<file path="src/pol_pkg.sv">
`timescale 1ns / 1ps

package pol_pkg;

   // field widths of the request and response items
   localparam int CMD_W    = 4;
   localparam int ITEM_W   = 32;
   localparam int POS_W    = 8;
   localparam int STATUS_W = 2;
   localparam int LEN_W    = 5;
   // cell index width, wide enough for any legal position
   localparam int IDX_W    = POS_W;
   localparam int OP_W     = 3;

   // command codes
   localparam logic [CMD_W-1:0] CMD_INS_FRONT = 4'd0;
   localparam logic [CMD_W-1:0] CMD_INS_BACK  = 4'd1;
   localparam logic [CMD_W-1:0] CMD_INS_POS   = 4'd2;
   localparam logic [CMD_W-1:0] CMD_DEL_FRONT = 4'd3;
   localparam logic [CMD_W-1:0] CMD_DEL_BACK  = 4'd4;
   localparam logic [CMD_W-1:0] CMD_DEL_POS   = 4'd5;
   localparam logic [CMD_W-1:0] CMD_DUMP      = 4'd6;
   localparam logic [CMD_W-1:0] CMD_COUNT     = 4'd7;
   localparam logic [CMD_W-1:0] CMD_CLEAR     = 4'd8;

   // response status codes
   localparam logic [STATUS_W-1:0] ST_OK     = 2'd0;
   localparam logic [STATUS_W-1:0] ST_BADPOS = 2'd1;
   localparam logic [STATUS_W-1:0] ST_FULL   = 2'd2;
   localparam logic [STATUS_W-1:0] ST_EMPTY  = 2'd3;

   // cell chain operations
   localparam logic [OP_W-1:0] OP_NONE = 3'd0;
   localparam logic [OP_W-1:0] OP_INS  = 3'd1;
   localparam logic [OP_W-1:0] OP_DEL  = 3'd2;
   localparam logic [OP_W-1:0] OP_ROT  = 3'd3;
   localparam logic [OP_W-1:0] OP_CLR  = 3'd4;

   // controller to datapath command bundle
   typedef struct packed {
      logic [OP_W-1:0]     op;
      logic [IDX_W-1:0]    idx;
      logic                load;
      logic                take_item;
      logic [STATUS_W-1:0] status;
      logic                last;
   } dp_cmd_type;

endpackage

</file>
<file path="src/pol_dpath.sv">
`timescale 1ns / 1ps

module pol_dpath #(
   parameter int CAPACITY = 16,
   parameter int CNT_W    = $clog2(CAPACITY + 1)
) (
   input  logic                               clock,
   input  logic                               reset,
   input  pol_pkg::dp_cmd_type                dp_cmd,
   input  logic signed [pol_pkg::ITEM_W-1:0]  req_value,
   output logic [CNT_W-1:0]                   count,
   output logic signed [pol_pkg::ITEM_W-1:0]  rsp_item_value,
   output logic [pol_pkg::STATUS_W-1:0]       rsp_status,
   output logic [pol_pkg::LEN_W-1:0]          rsp_length,
   output logic                               rsp_last
);
   import pol_pkg::*;

   logic [ITEM_W-1:0]   cell_ff [CAPACITY];
   logic [ITEM_W-1:0]   cell_in [CAPACITY];
   logic [CNT_W-1:0]    count_ff;
   logic [CNT_W-1:0]    count_in;
   logic [ITEM_W-1:0]   item_ff;
   logic [STATUS_W-1:0] status_ff;
   logic [LEN_W-1:0]    length_ff;
   logic                last_ff;

   // cell chain: each cell picks from itself, a neighbor, the request value or the head cell
   for (genvar g = 0; g < CAPACITY; g++) begin : g_cell
      logic [ITEM_W-1:0] up_w;
      logic [ITEM_W-1:0] dn_w;
      logic              before_w;
      logic              at_w;
      logic              tail_w;

      if (g == CAPACITY - 1) begin : g_top
         assign up_w = cell_ff[g];
      end else begin : g_mid
         assign up_w = cell_ff[g+1];
      end
      if (g == 0) begin : g_head
         assign dn_w = req_value;
      end else begin : g_rest
         assign dn_w = cell_ff[g-1];
      end

      assign before_w = IDX_W'(g) < dp_cmd.idx;
      assign at_w     = IDX_W'(g) == dp_cmd.idx;
      assign tail_w   = CNT_W'(g + 1) == count_ff;

      always_comb begin
         case (dp_cmd.op)
            OP_INS:  cell_in[g] = before_w ? cell_ff[g] : (at_w ? req_value : dn_w);
            OP_DEL:  cell_in[g] = before_w ? cell_ff[g] : up_w;
            OP_ROT:  cell_in[g] = tail_w ? cell_ff[0] : up_w;
            default: cell_in[g] = cell_ff[g];
         endcase
      end
   end

   always_ff @(posedge clock) begin
      cell_ff <= cell_in;
   end

   // entry count
   always_comb begin
      case (dp_cmd.op)
         OP_INS:  count_in = count_ff + CNT_W'(1);
         OP_DEL:  count_in = count_ff - CNT_W'(1);
         OP_CLR:  count_in = '0;
         default: count_in = count_ff;
      endcase
   end

   always_ff @(posedge clock) begin
      if (reset) begin
         count_ff <= '0;
      end else begin
         count_ff <= count_in;
      end
   end

   // response payload register
   always_ff @(posedge clock) begin
      if (dp_cmd.load) begin
         item_ff   <= dp_cmd.take_item ? cell_ff[0] : '0;
         status_ff <= dp_cmd.status;
         length_ff <= LEN_W'(count_in);
         last_ff   <= dp_cmd.last;
      end
   end

   assign count          = count_ff;
   assign rsp_item_value = item_ff;
   assign rsp_status     = status_ff;
   assign rsp_length     = length_ff;
   assign rsp_last       = last_ff;

   // count never passes capacity
   a_count_range: assert property (@(posedge clock) disable iff (reset)
      count_ff <= CNT_W'(CAPACITY))
      else $error("entry count above capacity");

   // insert only with room, delete only with entries
   a_ins_room: assert property (@(posedge clock) disable iff (reset)
      dp_cmd.op == OP_INS |-> count_ff != CNT_W'(CAPACITY))
      else $error("insert into full list");

   a_del_some: assert property (@(posedge clock) disable iff (reset)
      dp_cmd.op == OP_DEL |-> count_ff != '0)
      else $error("delete from empty list");

endmodule

</file>
<file path="src/pol_ctrl.sv">
`timescale 1ns / 1ps

module pol_ctrl #(
   parameter int CAPACITY = 16,
   parameter int CNT_W    = $clog2(CAPACITY + 1)
) (
   input  logic                          clock,
   input  logic                          reset,
   input  logic                          req_valid,
   output logic                          req_stall,
   input  logic [pol_pkg::CMD_W-1:0]     req_cmd,
   input  logic [pol_pkg::POS_W-1:0]     req_position,
   output logic                          rsp_valid,
   input  logic                          rsp_stall,
   input  logic [CNT_W-1:0]              count,
   output pol_pkg::dp_cmd_type           dp_cmd
);
   import pol_pkg::*;

   localparam int CMP_W = ((CNT_W > POS_W) ? CNT_W : POS_W) + 1;

   localparam logic S_IDLE = 1'b0;
   localparam logic S_DUMP = 1'b1;

   logic             state_ff;
   logic             state_in;
   logic [CNT_W-1:0] left_ff;
   logic [CNT_W-1:0] left_in;
   logic             rsp_valid_ff;
   logic             rsp_valid_in;
   logic             out_free;
   logic             accept;
   logic             full;
   logic             empty;
   logic [CMP_W-1:0] pos_x;
   logic [CMP_W-1:0] cnt_x;

   assign out_free  = !rsp_valid_ff || !rsp_stall;
   assign req_stall = (state_ff != S_IDLE) || !out_free;
   assign accept    = req_valid && !req_stall;
   assign full      = count == CNT_W'(CAPACITY);
   assign empty     = count == '0;
   assign pos_x     = CMP_W'(req_position);
   assign cnt_x     = CMP_W'(count);

   // command decode and dump sequencing
   always_comb begin
      dp_cmd   = '0;
      dp_cmd.op     = OP_NONE;
      dp_cmd.status = ST_OK;
      state_in = state_ff;
      left_in  = left_ff;
      case (state_ff)
         S_IDLE: begin
            if (accept) begin
               dp_cmd.load = 1'b1;
               dp_cmd.last = 1'b1;
               case (req_cmd)
                  CMD_INS_FRONT, CMD_INS_BACK: begin
                     if (full) begin
                        dp_cmd.status = ST_FULL;
                     end else begin
                        dp_cmd.op  = OP_INS;
                        dp_cmd.idx = (req_cmd == CMD_INS_FRONT) ? '0 : IDX_W'(count);
                     end
                  end
                  CMD_INS_POS: begin
                     if (pos_x == '0 || pos_x > cnt_x + CMP_W'(1)) begin
                        dp_cmd.status = ST_BADPOS;
                     end else if (full) begin
                        dp_cmd.status = ST_FULL;
                     end else begin
                        dp_cmd.op  = OP_INS;
                        dp_cmd.idx = IDX_W'(req_position - POS_W'(1));
                     end
                  end
                  CMD_DEL_FRONT, CMD_DEL_BACK: begin
                     if (empty) begin
                        dp_cmd.status = ST_EMPTY;
                     end else begin
                        dp_cmd.op  = OP_DEL;
                        dp_cmd.idx = (req_cmd == CMD_DEL_FRONT) ? '0 :
                                     IDX_W'(count - CNT_W'(1));
                     end
                  end
                  CMD_DEL_POS: begin
                     if (empty) begin
                        dp_cmd.status = ST_EMPTY;
                     end else if (pos_x == '0 || pos_x > cnt_x) begin
                        dp_cmd.status = ST_BADPOS;
                     end else begin
                        dp_cmd.op  = OP_DEL;
                        dp_cmd.idx = IDX_W'(req_position - POS_W'(1));
                     end
                  end
                  CMD_DUMP: begin
                     if (empty) begin
                        dp_cmd.status = ST_EMPTY;
                     end else begin
                        // head goes out now, chain rotates it to the tail
                        dp_cmd.take_item = 1'b1;
                        dp_cmd.op        = OP_ROT;
                        if (count != CNT_W'(1)) begin
                           dp_cmd.last = 1'b0;
                           left_in     = count - CNT_W'(1);
                           state_in    = S_DUMP;
                        end
                     end
                  end
                  CMD_CLEAR: begin
                     dp_cmd.op = OP_CLR;
                  end
                  default: begin
                     dp_cmd.op = OP_NONE;
                  end
               endcase
            end
         end
         S_DUMP: begin
            if (out_free) begin
               dp_cmd.load      = 1'b1;
               dp_cmd.take_item = 1'b1;
               dp_cmd.op        = OP_ROT;
               dp_cmd.last      = left_ff == CNT_W'(1);
               left_in          = left_ff - CNT_W'(1);
               if (left_ff == CNT_W'(1)) begin
                  state_in = S_IDLE;
               end
            end
         end
         default: begin
            state_in = S_IDLE;
         end
      endcase
   end

   // response valid flag
   assign rsp_valid_in = dp_cmd.load || (rsp_valid_ff && rsp_stall);
   assign rsp_valid    = rsp_valid_ff;

   always_ff @(posedge clock) begin
      if (reset) begin
         state_ff     <= S_IDLE;
         left_ff      <= '0;
         rsp_valid_ff <= 1'b0;
      end else begin
         state_ff     <= state_in;
         left_ff      <= left_in;
         rsp_valid_ff <= rsp_valid_in;
      end
   end

   // a new response never overwrites one still waiting
   a_no_overwrite: assert property (@(posedge clock) disable iff (reset)
      dp_cmd.load |-> !(rsp_valid_ff && rsp_stall))
      else $error("response overwritten while stalled");

   // no request taken during a dump
   a_dump_blocks: assert property (@(posedge clock) disable iff (reset)
      state_ff == S_DUMP |-> req_stall)
      else $error("request accepted during dump");

   // dump always has entries left to send
   a_dump_left: assert property (@(posedge clock) disable iff (reset)
      state_ff == S_DUMP |-> (left_ff != '0 && left_ff < count))
      else $error("dump counter out of range");

endmodule

</file>
<file path="src/positional_ordered_list.sv">
`timescale 1ns / 1ps
// latency: a response is valid the cycle after its request transfer
// throughput, while rsp_stall is low: one edit, count or clear per cycle; a dump
//    holds requests until its last entry is loaded, one per cycle from the chain
// reset: list length and response valid clear; stored entries stay undefined
//    until written

module positional_ordered_list #(
   parameter int CAPACITY = 16
) (
   input  logic                              clock,
   input  logic                              reset,
   input  logic                              req_valid,
   output logic                              req_stall,
   input  logic [pol_pkg::CMD_W-1:0]         req_cmd,
   input  logic signed [pol_pkg::ITEM_W-1:0] req_value,
   input  logic [pol_pkg::POS_W-1:0]         req_position,
   output logic                              rsp_valid,
   input  logic                              rsp_stall,
   output logic signed [pol_pkg::ITEM_W-1:0] rsp_item_value,
   output logic [pol_pkg::STATUS_W-1:0]      rsp_status,
   output logic [pol_pkg::LEN_W-1:0]         rsp_length,
   output logic                              rsp_last
);
   import pol_pkg::*;

   localparam int CNT_W = $clog2(CAPACITY + 1);

   dp_cmd_type       dp_cmd;
   logic [CNT_W-1:0] count;

   // controller: decode, status checks, dump sequencing, handshakes
   pol_ctrl #(
      .CAPACITY (CAPACITY),
      .CNT_W    (CNT_W)
   ) u_ctrl (
      .clock        (clock),
      .reset        (reset),
      .req_valid    (req_valid),
      .req_stall    (req_stall),
      .req_cmd      (req_cmd),
      .req_position (req_position),
      .rsp_valid    (rsp_valid),
      .rsp_stall    (rsp_stall),
      .count        (count),
      .dp_cmd       (dp_cmd)
   );

   // datapath: cell chain, entry count, response register
   pol_dpath #(
      .CAPACITY (CAPACITY),
      .CNT_W    (CNT_W)
   ) u_dpath (
      .clock          (clock),
      .reset          (reset),
      .dp_cmd         (dp_cmd),
      .req_value      (req_value),
      .count          (count),
      .rsp_item_value (rsp_item_value),
      .rsp_status     (rsp_status),
      .rsp_length     (rsp_length),
      .rsp_last       (rsp_last)
   );

endmodule

</file>
<file path="config.mk">
export PLATFORM = sky130hd
export DESIGN_NAME = positional_ordered_list
export DESIGN_NICKNAME = d
export VERILOG_FILES = /design/src/pol_pkg.sv /design/src/pol_dpath.sv /design/src/pol_ctrl.sv /design/src/positional_ordered_list.sv
export SDC_FILE = /design/constraint.sdc
export NUM_CORES = 2
export LEC_CHECK = 0
export BUFFER_PORTS_ARGS = -buffer_cell sky130_fd_sc_hd__clkbuf_2
export CAP_MARGIN = 20
export CORE_AREA = 4 4 282 256
export CTS_BUF_LIST = sky130_fd_sc_hd__clkbuf_2
export DETAILED_ROUTE_END_ITERATION = 10
export DIE_AREA = 0 0 286 260
export PLACE_DENSITY = 0.73
export SLEW_MARGIN = 40
export SYNTH_ARGS = -nofsm -noshare
export SYNTH_HDL_FRONTEND = slang
export SYNTH_SLANG_ARGS = --single-unit
</file>
<file path="constraint.sdc">
create_clock -name clock -period 10.75 [get_ports clock]
set_input_delay 1.075 -clock clock [delete_from_list [all_inputs] [get_ports clock]]
set_output_delay 1.075 -clock clock [all_outputs]
set_load 0.01 [all_outputs]
</file>
## Word-level counts from Yosys, hierarchy flattened

Index checks and enable logic that the tools add are counted.

- Register bits: 564
- Output and inout port bits: 42
- Word-level logic and storage cells: 292
- Bits of input ports: 48

- Bitwise gates (word level): 2
- Eq/ne operators: 83
- Order comparisons: 18
- Add/subtract/negate cells: 6
- Muxes and demuxes: 122
- Reductions and logical operators: 37

Operators by type and width:

| kind | count |
|---|---|
| $mux 32 | 62 |
| $pmux 32 s3 | 15 |
| $ne 2x2->1 const B | 35 |
| $eq 4x8->1 const A | 8 |
| $lt 4x8->1 const A | 8 |
| $pmux 32 s2 | 1 |
| $reduce_and 3->1 | 15 |
| $eq 4x5->1 const A | 8 |
| $eq 3x8->1 const A | 4 |
| $lt 3x8->1 const A | 4 |
| $pmux 8 s4 | 1 |
| $mux 10 | 3 |
| $mux 5 | 6 |
| $mux 9 | 3 |
| $eq 3x5->1 const A | 4 |
| $pmux 3 s6 | 1 |
| $eq 2x8->1 const A | 2 |
| $lt 1x8->1 const A | 2 |
| $lt 2x8->1 const A | 2 |
| $mux 16 | 1 |
| $mux 8 | 2 |
| $pmux 5 s3 | 1 |
| $mux 2 | 7 |
| $mux 1 | 13 |
| 40 further kinds | 60 |

## Longest topological paths before layout

- Depth after elaboration: 12
- Mapped depth: 17
- Depth with buffers taken out: 12

## Modules after synthesis

A second synthesis with hierarchy kept.

- Cell total of the unflattened synthesis: 2,810
- Area, all modules: 32,023.2 µm²

By module, submodules not included:

| module | area each (µm²) | sequential area each (µm²) | cells an instance | times used |
|---|---|---|---|---|
| pol_dpath | 30,491.7 | 16,676.0 | 2,599 | 1 |
| pol_ctrl | 1,531.5 | 140.1 | 211 | 1 |

## Least setup slack after synthesis

OpenSTA, ideal clock, no wires.

- Path kind: register to register
- Start point: register u_dpath.count_ff[2] (netlist: u_dpath.count[2])
- End point: register u_dpath.cell_ff (netlist bit u_dpath.g_cell[14].up_w[0]), enable pin
- Path slack: 4,513 ps
- Data arrival time: 5,767 ps
- Stages on the path, launching flop included: 14
- Data required time: 10,280 ps
- Period minus slack after synthesis: 6,237 ps
- Buffers on the path: 4
- Cells stage by stage: dfxtp_1 -> buf_2 -> clkbuf_1 -> nand2_1 -> or4_1 -> ha_1 -> or4_1 -> o41a_1 -> o22ai_2 -> a21oi_1 -> o21ai_1 -> clkbuf_1 -> clkbuf_1 -> a21boi_0

- Longest elaborated chain between the ends: 10
- Elaborated cells on any way between the ends: 30
- Classes of those cells: add/sub: 2; order compare: 3; eq/ne: 6; mux: 14; reduce/logical: 5

RTL lines:

| element | line | text |
|---|---|---|
| from (decl) | pol_dpath.sv:21 | `logic [CNT_W-1:0] count_ff;` |
| from (signal assigned) | pol_dpath.sv:79 | `count_ff <= count_in;` |
| $add 5x1->6 or $gt 8x5->1 (tied branches) | pol_ctrl.sv:68, pol_ctrl.sv:89 |  |
| $gt 8x9->1 or $logic_or 1x1->1 (tied branches) | pol_ctrl.sv:68, pol_ctrl.sv:89 |  |
| $logic_or 1x1->1 or $mux 10 (tied branches) | pol_ctrl.sv:68, pol_ctrl.sv:89 |  |
| $mux 9 or $mux 10 (tied branches) | pol_ctrl.sv:68, pol_ctrl.sv:87 |  |
| $pmux 8 s4 or $pmux 3 s6 (tied branches) | pol_ctrl.sv:58 | `case (req_cmd)` |
| $mux 16 | pol_ctrl.sv:55 | `if (accept) begin` |
| $mux 8 or $pmux 3 s2 (tied branches) | pol_ctrl.sv:53 | `case (state_ff)` |
| $lt 4x8->1 (tied with other cells) | pol_dpath.sv:47 | `assign before_w = IDX_W'(g) < dp_cmd.idx;` |
| $ne 2x2->1 (no source line) (tied with other cells) | - |  |
| $reduce_and 3->1 (no source line) * | - |  |
| to (signal assigned) | pol_dpath.sv:62 | `cell_ff <= cell_in;` |
| to (decl) | pol_dpath.sv:19 | `logic [ITEM_W-1:0] cell_ff [CAPACITY];` |

Mark *: on every way between the ends. The rest lies on a longest branch, timed or not.
A chain may end at the register's enable or synchronous reset.

==> impl_metrics.tcl <==
set metrics [dict create \
    yosys_warnings 0 \
    final-seq-area_sq_um 16800 \
    worst_slew_margin_rel_pct 36.7 \
    htreeDepth 4 \
    drt-wirelength-per-cell_microns 31.1 \
    critPathTopFamily "compound AO/OA/AOI/OAI gates" \
    grt_antenna_before_repair 7 \
    grt_pass1_wl_microns 191000 \
    die_y_microns 260 \
    fin_crit_sh_pct 56.9 \
    vias_per_cell 7.32 \
    hp-start "req_value[18]" \
    worstPathRequired_ps 11780 \
    synthXorXnorAreaFrac_pct 0.179 \
    rrSetupSlack_ps 4630 \
    hold_path_depth 3 \
    crit_path_max_incr_delay_ps 750 \
    synth-main-ff-cell "edfxtp_1" \
    grt_pass1_vias 30100 \
    vias 31200 \
    row_count 92 \
    synth-simple-area-share_pct 13.4 \
    worst_slew_pin_slew_ps 950 \
    start_util_pct 49.4 \
    hold_class "input pin to register" \
    crit_fanout 49 \
    core-area_sq_um 69500 \
    clk_pin_slew_ps 130 \
    grt_overflow 0 \
    p_leak_nw 13.7 \
    cp-end-kind "register" \
    min_to "u_dpath.g_cell[1].dn_w[18]" \
    max-vdd-ir-drop_uv 103 \
    synth.area.mux_share_pct 10.4 \
    synth_compound_gate_area_share_pct 21.7 \
    path_depth 13 \
    track_usage_pct 34.3 \
    fp.dieArea_sq_um 74400 \
    synth_top_cell_by_area "edfxtp_1" \
    clk_path_buf_depth 3 \
    crit_chain "nand2_1, or4_1, ha_1, or4_1, o41a_1, o22ai_2, a21oi_2, o21ai_4, buf_4, nand2_1, buf_4, a211oi_1, a211oi_2" \
    globalplace.congestion 0.904 \
    dpl.hpwl_microns 71100 \
    final_common_cell "edfxtp_1" \
    setup_tns_ps 0 \
    area_growth_pct 8.17 \
    insertion_delay_ps 1390 \
    fin_skew_ps 119 \
    synth_nets 3294 \
    ys_seq_elements 564 \
    cts_tree "yes" \
    nNetsFinal 3273 \
    r2r_end "u_dpath.g_cell[1].up_w[29]" \
    post-route-min-period_ps 6120 \
    criticalPathCategory "register to register" \
    drv_cap 0 \
    synthAdderAreaFrac_pct 0.802 \
    layout_common_cells "edfxtp_1, nand2_1, clkbuf_2" \
    dr.pass1.iters 9 \
    final_cells 4262 \
    startpoint_type "register" \
    n_fill_cell 6035 \
    drive_gt1_share_pct 22.9 \
    synth_top_area_share_pct 48.3 \
    clockRootBuffer "clkbuf_2" \
    dp.cells 3985 \
    arrival_ps 7150 \
    cp.buffers_inverters 2 \
    first_iter_violations 5132 \
    wirelength_microns 133000 \
    cts.sinks 564 \
    slowest_stage "dfxtp_1" \
    postRouteAntennaNets 0 \
    synthCells 3224 \
    synth.avg_cell_area_sq_um 10.6 \
    async_reset_ff_share_pct 0 \
    yosys-top-cells-area "edfxtp_1, mux2i_1, a211oi_1, o221a_2, nand2_1" \
    r2r_cells 13 \
    setup_viol 0 \
    synth_seq_area_share_pct 49.0 \
    multiInputGateArea_sq_um 16400 \
    final-hold-violation-count 0 \
    synth_area_sq_um 34300 \
    powerDensity_nw_per_um2 117 \
    outcome "completed" \
    io_pins 90 \
    synth-edff-count 552 \
    cts_buffers 152 \
    yosysUniqueCellTypes 77 \
    synth_top_family_by_area "compound AO/OA/AOI/OAI gates" \
    die_w_microns 286 \
    max_freq_mhz 163 \
    r2r-start "u_dpath.count[2]" \
    drc 0 \
    grt_start_max_net_pins 163 \
    portBuffers 89 \
    rsz0062_at_grt "false" \
    slew_viol_final 0 \
]
[Yosys cell counts, types with 6 or more instances]
| cell type | n |
|---|---|
| a211oi_1 | 303 |
| o21ai_1 | 10 |
| and2_1 | 39 |
| inv_1 | 18 |
| edfxtp_1 | 552 |
| nor2b_1 | 40 |
| dfxtp_1 | 12 |
| nand2_1 | 329 |
| o221a_2 | 156 |
| clkbuf_1 | 260 |
| o21bai_1 | 33 |
| buf_4 | 9 |
| mux2i_1 | 259 |
| nor2_1 | 191 |
| and3_1 | 106 |
| o22ai_1 | 38 |
| a311oi_1 | 34 |
| nand2b_1 | 68 |
| buf_1 | 14 |
| nand3_1 | 41 |
| mux2_2 | 87 |
| buf_2 | 70 |
| o211ai_1 | 6 |
| nor3_1 | 96 |
| a22oi_1 | 42 |
| o21a_1 | 7 |
| a21oi_1 | 102 |
| o21ai_0 | 78 |
| a211oi_2 | 28 |
| xnor2_1 | 7 |
| a31oi_1 | 68 |
| ha_1 | 22 |
| nand4_1 | 11 |
[stage by stage]
stage / hold slack [ps] / instance area, sq um / setup WS, ps / utilization (%) / total power, mW
5_1_grt: 74.5 / 37100 / 4510 / 53.4 / 4.47
2_1_floorplan: 461 / 34300 / 4510 / - / 2.66
6_report: 149 / 37100 / 4630 / 53.4 / 4.33
3_5_place_dp: 531 / 35700 / 4810 / 51.3 / 2.76
3_3_place_gp: 485 / 35600 / 4860 / 51.2 / 2.75
4_1_cts: 4.04 / 37100 / 4810 / 53.3 / 4.32
[area by class of cell]
| cell class | instances | area share, % |
|---|---|---|
| diodes | 6 | 0.0404 |
| clock buffers | 220 | 2.97 |
| clock inverters | 47 | 0.768 |
| inverters | 20 | 0.202 |
| multi-input cells | 2283 | 44.2 |
| flip-flops and latches | 564 | 45.3 |
| well taps | 940 | 3.17 |
| repair buffers | 182 | 3.38 |
[worst max path at each step]
| stage | startpoint | slack (ps) | end |
|---|---|---|---|
| floorplan | u_dpath.count[2] | 4510 | u_dpath.g_cell[14].up_w[0] |
| global placement | req_position[3] | 4860 | u_dpath.g_cell[4].up_w[25] |
| detailed placement | req_position[3] | 4810 | u_dpath.g_cell[3].up_w[29] |
| CTS | u_dpath.count[2] | 4810 | u_dpath.g_cell[1].up_w[29] |
| global route | u_dpath.count[2] | 4510 | u_dpath.g_cell[1].up_w[29] |
| finish | u_dpath.count[2] | 4630 | u_dpath.g_cell[1].up_w[29] |
[routing by layer]
layer  vias up  part of all wire, %  GRT usage, %
met2      3021                   43          50.1
li1      12600                    -             -
met5         -                0.052         0.395
met1     14800                   35          42.7
met3       729                   15          12.4
met4         6                  6.9          22.6
[power by group]
part / internal (mW) / switching [mW]
clock: 0.624 / 0.987
sequential: 2.44 / 0.0269
combinational: 0.0762 / 0.177
total: 3.14 / 1.19
[sequential cells by signal, indices dropped and copies added, names as in the netlist]
name                    cells
u_ctrl.left_ff              5
u_ctrl.rsp_valid            1
u_ctrl.state_ff             1
u_dpath.count               5
u_dpath.g_cell.dn_w        96
u_dpath.g_cell.up_w       416
u_dpath.rsp_item_value     32
u_dpath.rsp_last            1
u_dpath.rsp_length          5
u_dpath.rsp_status          2
[cells by family after synthesis]
kind of cell    count (synthesis)
fa+ha+maj                      22
simple gates                  955
mux                           346
flops                         564
buf+inv                       377
xor+xnor                        7
compound gates                953
[worst min-delay path, delay by kind of cell]
| family | cells | cell delay [ps] |
|---|---|---|
| AND/OR/NAND/NOR | 2 | 130 |
| buffers and inverters | 1 | 180 |
[repair_timing]
action | 4_1_cts | 5_1_grt
gates resized for setup | 0 | 0
hold buffers | 2 | 0
setup buffers | 0 | 0
hold endpoints to repair | 4 | 0
No activity file was read; power rests on OpenSTA's default activity.
